**src/hdl/sfdi_pkg.sv**
```systemverilog
`timescale 1ns / 1ps

package sfdi_pkg;

	// Default sizes of the delay store and of one sample.
	localparam int DEF_STORE_DEPTH = 131072;
	localparam int DEF_SAMPLE_BITS = 24;

	// Fixed-point formats.
	localparam int FRAC_BITS = 24;
	localparam int GAIN_BITS = 16;
	localparam int SD_BITS   = 42;

	// Configuration port.
	localparam int CFG_INDEX_BITS = 3;
	localparam int CFG_DATA_BITS  = 33;

	localparam logic [CFG_INDEX_BITS-1:0] CFG_WET_MIX       = 3'd0;
	localparam logic [CFG_INDEX_BITS-1:0] CFG_FEEDBACK_GAIN = 3'd1;
	localparam logic [CFG_INDEX_BITS-1:0] CFG_DELAY_TARGET  = 3'd2;
	localparam logic [CFG_INDEX_BITS-1:0] CFG_SMOOTH_COEFF  = 3'd3;
	localparam logic [CFG_INDEX_BITS-1:0] CFG_STORE_LENGTH  = 3'd4;

	// Register widths and reset values.
	localparam logic [16:0] RST_WET_MIX       = 17'd32768;
	localparam logic [15:0] RST_FEEDBACK_GAIN = 16'd32768;
	localparam logic [32:0] RST_DELAY_TARGET  = 33'd1572864000;
	localparam logic [23:0] RST_SMOOTH_COEFF  = 24'd1678;
	localparam logic [17:0] RST_STORE_LENGTH  = 18'd96000;
	localparam logic [16:0] WET_ONE           = 17'd65536;

	// Smoothed delay after reset: the reset target moved to Q.24.
	localparam logic [SD_BITS-1:0] RST_SMOOTHED = {1'b0, RST_DELAY_TARGET, 8'd0};

	// Commands from the controller to the datapath, one per step.
	typedef struct packed {
		logic clr;
		logic accept;
		logic sma;
		logic smb;
		logic smu;
		logic ad1;
		logic ad2;
		logic rd0;
		logic rd1;
		logic intp;
		logic int2;
		logic fbm;
		logic fba;
		logic mix;
	} sfdi_cmd_t;

	// Status from the datapath back to the controller.
	typedef struct packed {
		logic clr_last;
		logic out_busy;
	} sfdi_sts_t;

endpackage

```
**src/hdl/sfdi_ctrl.sv**
```systemverilog
`timescale 1ns / 1ps

module sfdi_ctrl import sfdi_pkg::*; (
	input  logic      clk,
	input  logic      arst_n,
	input  logic      s_axis_tvalid,
	output logic      s_axis_tready,
	input  sfdi_sts_t sts,
	output sfdi_cmd_t cmd
);

	localparam logic [3:0] S_CLEAR = 4'd0;
	localparam logic [3:0] S_IDLE  = 4'd1;
	localparam logic [3:0] S_SMA   = 4'd2;
	localparam logic [3:0] S_SMB   = 4'd3;
	localparam logic [3:0] S_SMU   = 4'd4;
	localparam logic [3:0] S_AD1   = 4'd5;
	localparam logic [3:0] S_AD2   = 4'd6;
	localparam logic [3:0] S_RD0   = 4'd7;
	localparam logic [3:0] S_RD1   = 4'd8;
	localparam logic [3:0] S_INTP  = 4'd9;
	localparam logic [3:0] S_INT2  = 4'd10;
	localparam logic [3:0] S_FBM   = 4'd11;
	localparam logic [3:0] S_FBA   = 4'd12;
	localparam logic [3:0] S_MIX   = 4'd13;

	logic [3:0] state_q;
	logic [3:0] state_d;
	logic       accept;

	assign s_axis_tready = (state_q == S_IDLE);
	assign accept        = s_axis_tvalid && s_axis_tready;

	// Next state and the command for the current step.
	always_comb begin
		state_d = state_q;
		cmd     = '0;
		case (state_q)
			S_CLEAR: begin
				cmd.clr = 1'b1;
				if (sts.clr_last) begin
					state_d = S_IDLE;
				end
			end
			S_IDLE: begin
				if (accept) begin
					cmd.accept = 1'b1;
					state_d    = S_SMA;
				end
			end
			S_SMA: begin
				cmd.sma = 1'b1;
				state_d = S_SMB;
			end
			S_SMB: begin
				cmd.smb = 1'b1;
				state_d = S_SMU;
			end
			S_SMU: begin
				cmd.smu = 1'b1;
				state_d = S_AD1;
			end
			S_AD1: begin
				cmd.ad1 = 1'b1;
				state_d = S_AD2;
			end
			S_AD2: begin
				cmd.ad2 = 1'b1;
				state_d = S_RD0;
			end
			S_RD0: begin
				cmd.rd0 = 1'b1;
				state_d = S_RD1;
			end
			S_RD1: begin
				cmd.rd1 = 1'b1;
				state_d = S_INTP;
			end
			S_INTP: begin
				cmd.intp = 1'b1;
				state_d  = S_INT2;
			end
			S_INT2: begin
				cmd.int2 = 1'b1;
				state_d  = S_FBM;
			end
			S_FBM: begin
				cmd.fbm = 1'b1;
				state_d = S_FBA;
			end
			S_FBA: begin
				cmd.fba = 1'b1;
				state_d = S_MIX;
			end
			S_MIX: begin
				// Hold here until the output register can take the result.
				if (!sts.out_busy) begin
					cmd.mix = 1'b1;
					state_d = S_IDLE;
				end
			end
			default: begin
				state_d = S_IDLE;
			end
		endcase
	end

	// State register; reset starts the clearing pass over the store.
	always_ff @(posedge clk or negedge arst_n) begin
		if (!arst_n) begin
			state_q <= S_CLEAR;
		end else begin
			state_q <= state_d;
		end
	end

	a_accept_starts: assert property (@(posedge clk) disable iff (!arst_n)
		accept |=> state_q == S_SMA)
		else $error("accepted item did not start the smoothing step");

	a_mix_free: assert property (@(posedge clk) disable iff (!arst_n)
		cmd.mix |-> !sts.out_busy)
		else $error("result loaded while output register still held an item");

	a_mix_hold: assert property (@(posedge clk) disable iff (!arst_n)
		(state_q == S_MIX && sts.out_busy) |=> state_q == S_MIX)
		else $error("left the mix step while the output was stalled");

	a_clear_end: assert property (@(posedge clk) disable iff (!arst_n)
		(state_q == S_CLEAR && sts.clr_last) |=> state_q == S_IDLE)
		else $error("clearing pass did not end at the last entry");

endmodule

```
**config.mk**
```make
export PLATFORM = sky130hd
export DESIGN_NAME = sfdi_ctrl
export DESIGN_NICKNAME = d
export VERILOG_FILES = /design/src/hdl/sfdi_pkg.sv /design/src/hdl/sfdi_ctrl.sv
export SDC_FILE = /design/constraint.sdc
export NUM_CORES = 1
export LEC_CHECK = 0
export BUFFER_PORTS_ARGS = -buffer_cell sky130_fd_sc_hd__buf_2
export CELL_PAD_IN_SITES_DETAIL_PLACEMENT = 1
export CELL_PAD_IN_SITES_GLOBAL_PLACEMENT = 2
export CORE_MARGIN = 10
export CORE_UTILIZATION = 21
export DETAILED_ROUTE_END_ITERATION = 10
export PLACE_DENSITY = 0.76
export SLEW_MARGIN = 20
export SYNTH_ARGS = -nofsm -noshare
export SYNTH_HDL_FRONTEND = slang
export SYNTH_SLANG_ARGS = --single-unit
```
**constraint.sdc**
```tcl
create_clock -name clk -period 1.6 [get_ports clk]
set_input_delay 0.16 -clock clk [delete_from_list [all_inputs] [get_ports clk]]
set_output_delay 0.16 -clock clk [all_outputs]
set_load 0.03 [all_outputs]
```
# == After elaboration in Yosys (flattened, before gate mapping) ==
# Index checks and enable logic that the tools add are counted.
# word_totals
reg_bits,4
inputBits,5
output_inout_bits,15
# classes
eq_ne,16
muxes,20
n_reduce_logical,3
# op_table
op,count
case mux 4 bit (14 select lines),1
"equality test 4 bit, second input constant",6
"equality test 4 x 3 -> 1 bit, second input constant",4
2-to-1 mux 1 bit,16
2-to-1 mux 4 bit,3
"equality test 4 x 2 -> 1 bit, second input constant",2
"equality test 4 x 1 -> 1 bit, second input constant",1
zero test 4 bit,1
"!= test 2 bit, second input constant",2
AND reduction 3 bit,1
"!= test 2 x 1 -> 1 bit, second input constant",1
logical AND 1 bit,1

# == Depth between registers and ports, before layout ==
# logic_depth
depth_word,4
depth_mapped,4

# == Worst setup path before layout ==
# No wires, ideal clock.
# synth_timing
path_type,flip-flop to output port
startpoint,reg state_q[1]
endpoint,out cmd[13] in the netlist's numbering
t_arrival_ns,1.551
setup_slack_ns,-0.111
stages_incl_launch_ff,3
n_path_buf,1
cell_sequence,dfrtp_1 -> buf_2 -> nor4_1
# synth_rtl
element,line_no,source
from (decl),sfdi_ctrl.sv:27,logic [3:0] state_q;
from (signal assigned),sfdi_ctrl.sv:113,state_q <= state_d;
to (decl),sfdi_ctrl.sv:9,output sfdi_cmd_t cmd

==> results.md <==
Floorplan:
- For this design the top-level I/O count stands at 20.
- The height of the chip is ~60 µm.
- The site row count is 14.
- The core area is about 1500 µm².
- The starting utilization of the core area is between 20% and 30%.
- The die covers 3600 µm².
- The overall die width is 60.0 µm.

Yosys:
- Synthesis handed over a netlist of between 40 and 50 instances.
- Synthesis produced a netlist with a net count of 49.
- The sequential-to-total area share from yosys stat is between 20% and 30%.
- The synthesis-stage register bit count is 4.
- In this run, distinct cell masters in the synthesized netlist total 20.
- Averaged over all synthesized cells, the footprint is ~7.6 µm².
- The Yosys warning count is 0.
- The cell area that synthesis handed to floorplanning was 337 µm².

Critical path:
- The nature of the critical path startpoint is a flip-flop.
- The arrival time of data at the critical path endpoint is between 1000 and 1500 ps.
- On the worst path, the slowest cell contributes a delay of around 460 ps.
- The element type at the critical path end is an output port.
- The largest individual stage delay along the critical path comes from the cell sky130_fd_sc_hd__dfrtp_2.
- The signal on the critical path passes through buf_4, nor3_2, and2_1, buf_2.
- The data required time of the worst path is approximately 1400 ps.
- The worst reg-to-reg path cell count is 4.
- The kind of critical path is reg2out.
- The startpoint of the lowest-slack register-to-register path is state_q[2]$_DFFE_PN0P_.
- The worst register-to-register path ends at state_q[0]$_DFFE_PN0P_.
- The maximum fanout along the worst path is 9.
- The reg-to-reg setup timing slack is roughly 320 ps.

Clocking:
- The clock tree from TritonCTS is done.
- The TritonCTS buffer count is 3.
- CTS saw 4 sinks.
- After clock tree synthesis, the clock-pin slew on the worst setup and hold paths is roughly 40 ps.
- The longest clock path from root to sink contains 2 buffers.
- CTS built an H-tree with a depth of 1.
- The cell chosen for the clock root is sky130_fd_sc_hd__clkbuf_4.
- The clock reaches the later pin of the worst-skew pair after around 240 ps.

Final layout:
- The post-synthesis to final-layout area growth is 53.2%.
- The layout has 190 filler cells.
- The number of nets in the final layout is between 70 and 80.
- Cells with a size suffix above 1 make up approximately 50% of the layout.
- 0 antenna diodes ended up in the layout.
- The flip-flop count of the largest register, all copies and words added is 4.
- For this run, the share of the core covered by cells in the final layout is about a third.
- The largest register by flop count is state_q.
- In the final layout, the registers with the most flip-flops are state_q x4.

Drt:
- Summing over every cut layer, the via total after detailed routing is 414.
- In this run, the number of DRC markers left after iteration 0 of detailed routing was 3.
- The routed wire length is 1180 µm.
- The post-detailed-route wirelength per cell is roughly 14 µm.
- Before antenna repair, the detailed router went through 3 iterations.
- After detailed routing, the number of remaining DRC violations is 0.
- The via-per-instance ratio is between 4 and 5.
- In this run the remaining antenna-violating nets after routing total 0.

Place:
- The placer's final routability congestion estimate is approximately 0.71.
- The half-perimeter wire length after placement is approximately 960 µm.
- Port buffering added 19 buffers.

Global routing:
- Global routing consumed, over all layers together, 6.85% of the routing resources.
- The via count of the first global-routing pass was 419.
- The global-route wire length before repair is around 1900 µm.
- The number of antenna violations at the first check in global routing was 0.
- The maximum number of pins on one net before global-route repair is 13.
- For this run the aggregate overflow at the end of global routing stands at 0.

Run status:
- The run finished with clean final reports.

Timing:
- The worst slew margin relative to its limit is approximately 82%.
- The maximum achievable frequency is about 660 MHz.
- After routing, the total negative slack on setup checks comes to 0 ps.
- Clock skew on the completed layout was measured at roughly 4.5 ps.
- The number of slew-limit violations in the final report is 0.
- The setup violation total in the final timing report is 0.
- At the pin with the least slew margin, the transition time is 263 ps.
- The final critical path time including I/O delays and setup is 1520 ps.
- The hold violation count in the final report was 0.
- Dividing the final minimum period by the clock period gives 95.0%.

Pwr:
- In this run the power density over the cells is 2420 nW/µm².
- Across the VDD grid, the largest voltage drop is 0.951 mV.
- For this design the static power due to leakage is 0.272 nW.
- Overall power consumption after layout is estimated at approximately 1.2 mW.

Job:
- The number of max-capacitance violations reported is 0.

Min path:
- The worst hold path belongs to the class in2async.
==> critical path, delay by kind of cell (launching register included) <==
kind,cells,cell delay [ps]
buffers and inverters,2,370
and+or+nand+nor,2,300
DFF,1,460
==> power breakdown <==
part	switching, mW	leakage, nW	internal [mW]
Clock	0.0427	0.0138	0.0840
Combinational	0.479	0.214	0.347
Sequential	0.136	0.0446	0.161
Total	0.657	0.272	0.592
==> stage by stage <==
| stage | hold WS (ps) | area (µm²) | cells | worst slack [ps] |
|---|---|---|---|---|
| finish | 255 | 515 | 84 | 80.0 |
| global route | 255 | 515 | 84 | -1.43 |
| CTS | 254 | 489 | 82 | 24.1 |
| detailed placement | -32.0 | 454 | 78 | 216 |
| global placement | -28.6 | 454 | 78 | 263 |
| floorplan | -136 | 343 | 44 | 1.32 |
==> cells by family after synthesis <==
group / after synthesis / synth area share (%)
AND/OR/NAND/NOR: 27 / 40.2
AO/OA/AOI/OAI: 7 / 16.7
buffers and inverters: 5 / 8.92
flip-flops: 4 / 29.7
multiplexers: 1 / 4.46
==> synth_stat cells <==
cell,number,area (µm²)
sky130_fd_sc_hd__dfrtp_1,4,100
sky130_fd_sc_hd__o211a_1,1,10.0
sky130_fd_sc_hd__nand2b_1,3,18.8
sky130_fd_sc_hd__o32a_1,1,10.0
sky130_fd_sc_hd__a21boi_1,1,7.51
sky130_fd_sc_hd__nor3_2,1,10.0
sky130_fd_sc_hd__nor3_1,8,40.0
sky130_fd_sc_hd__buf_6,1,11.3
sky130_fd_sc_hd__o221a_1,1,11.3
sky130_fd_sc_hd__o21ai_1,1,5.00
sky130_fd_sc_hd__nor2_1,7,26.3
sky130_fd_sc_hd__nor4_1,2,12.5
sky130_fd_sc_hd__a21o_1,1,7.51
sky130_fd_sc_hd__a21oi_1,1,5.00
sky130_fd_sc_hd__nor2b_1,1,6.26
sky130_fd_sc_hd__mux2_4,1,15.0
sky130_fd_sc_hd__and2_1,1,6.26
sky130_fd_sc_hd__nand2_1,4,15.0
sky130_fd_sc_hd__buf_2,3,15.0
sky130_fd_sc_hd__inv_1,1,3.75
==> placed cells by master, fill, tap and decap left out <==
| master | Yosys | final |
|---|---|---|
| sky130_fd_sc_hd__o32a_1 | 1 | 1 |
| sky130_fd_sc_hd__nor2b_1 | 1 | 1 |
| sky130_fd_sc_hd__nor3_1 | 8 | 8 |
| sky130_fd_sc_hd__dfrtp_1 | 4 | 1 |
| sky130_fd_sc_hd__nor2_1 | 7 | 7 |
| sky130_fd_sc_hd__o21ai_1 | 1 | 1 |
| sky130_fd_sc_hd__clkbuf_4 | 0 | 3 |
| sky130_fd_sc_hd__mux2_4 | 1 | 1 |
| sky130_fd_sc_hd__dfrtp_2 | 0 | 3 |
| sky130_fd_sc_hd__nor4_1 | 2 | 1 |
| sky130_fd_sc_hd__and2_1 | 1 | 1 |
| sky130_fd_sc_hd__nand2b_1 | 3 | 2 |
| sky130_fd_sc_hd__o211a_1 | 1 | 1 |
| sky130_fd_sc_hd__a21o_1 | 1 | 1 |
| sky130_fd_sc_hd__nor4_2 | 0 | 1 |
| sky130_fd_sc_hd__buf_4 | 0 | 6 |
| sky130_fd_sc_hd__nand2_1 | 4 | 4 |
| sky130_fd_sc_hd__dlygate4sd3_1 | 0 | 1 |
| sky130_fd_sc_hd__inv_1 | 1 | 1 |
| sky130_fd_sc_hd__a21boi_1 | 1 | 1 |
| sky130_fd_sc_hd__a21oi_1 | 1 | 1 |
| sky130_fd_sc_hd__buf_2 | 3 | 18 |
| sky130_fd_sc_hd__nor3_2 | 1 | 1 |
| sky130_fd_sc_hd__o221a_1 | 1 | 1 |
| sky130_fd_sc_hd__nand2b_4 | 0 | 1 |
==> area by class of cell <==
class                   count  area [µm²]  area share, %
flip-flops and latches      4         104           20.1
well taps                  16        20.0           3.88
inverters                   1        3.75          0.728
clock buffers               3        22.5           4.37
multi-input cells          35         220           42.7
repair buffers             25         145           28.2
==> routing by layer <==
layer / vias up / track usage, % / wire, µm
met3: 2 / 3.60 / 56
met2: 9 / 11.5 / 650
met4: 0 / 2.88 / 12
met1: 198 / 6.93 / 463
met5: - / 0 / 0
li1: 205 / - / -
==> worst max path at each step <==
stage | from | end
2_1_floorplan | state_q[2]$_DFFE_PN0P_ | cmd[12]
3_3_place_gp | state_q[0]$_DFFE_PN0P_ | cmd[12]
3_5_place_dp | state_q[0]$_DFFE_PN0P_ | cmd[12]
4_1_cts | state_q[3]$_DFFE_PN0P_ | cmd[12]
5_1_grt | state_q[0]$_DFFE_PN0P_ | cmd[11]
6_report | state_q[3]$_DFFE_PN0P_ | cmd[12]
==> repair_timing <==
| action | 4_1_cts | 5_1_grt |
|---|---|---|
| endpoints found under the setup margin | 1 | 4 |
| hold buffers | 1 | 0 |
| endpoints found under the hold margin | 4 | 0 |
| buffers inserted | 0 | 2 |
| gates resized for setup | 2 | 4 |
No activity file was read; power rests on OpenSTA's default activity.
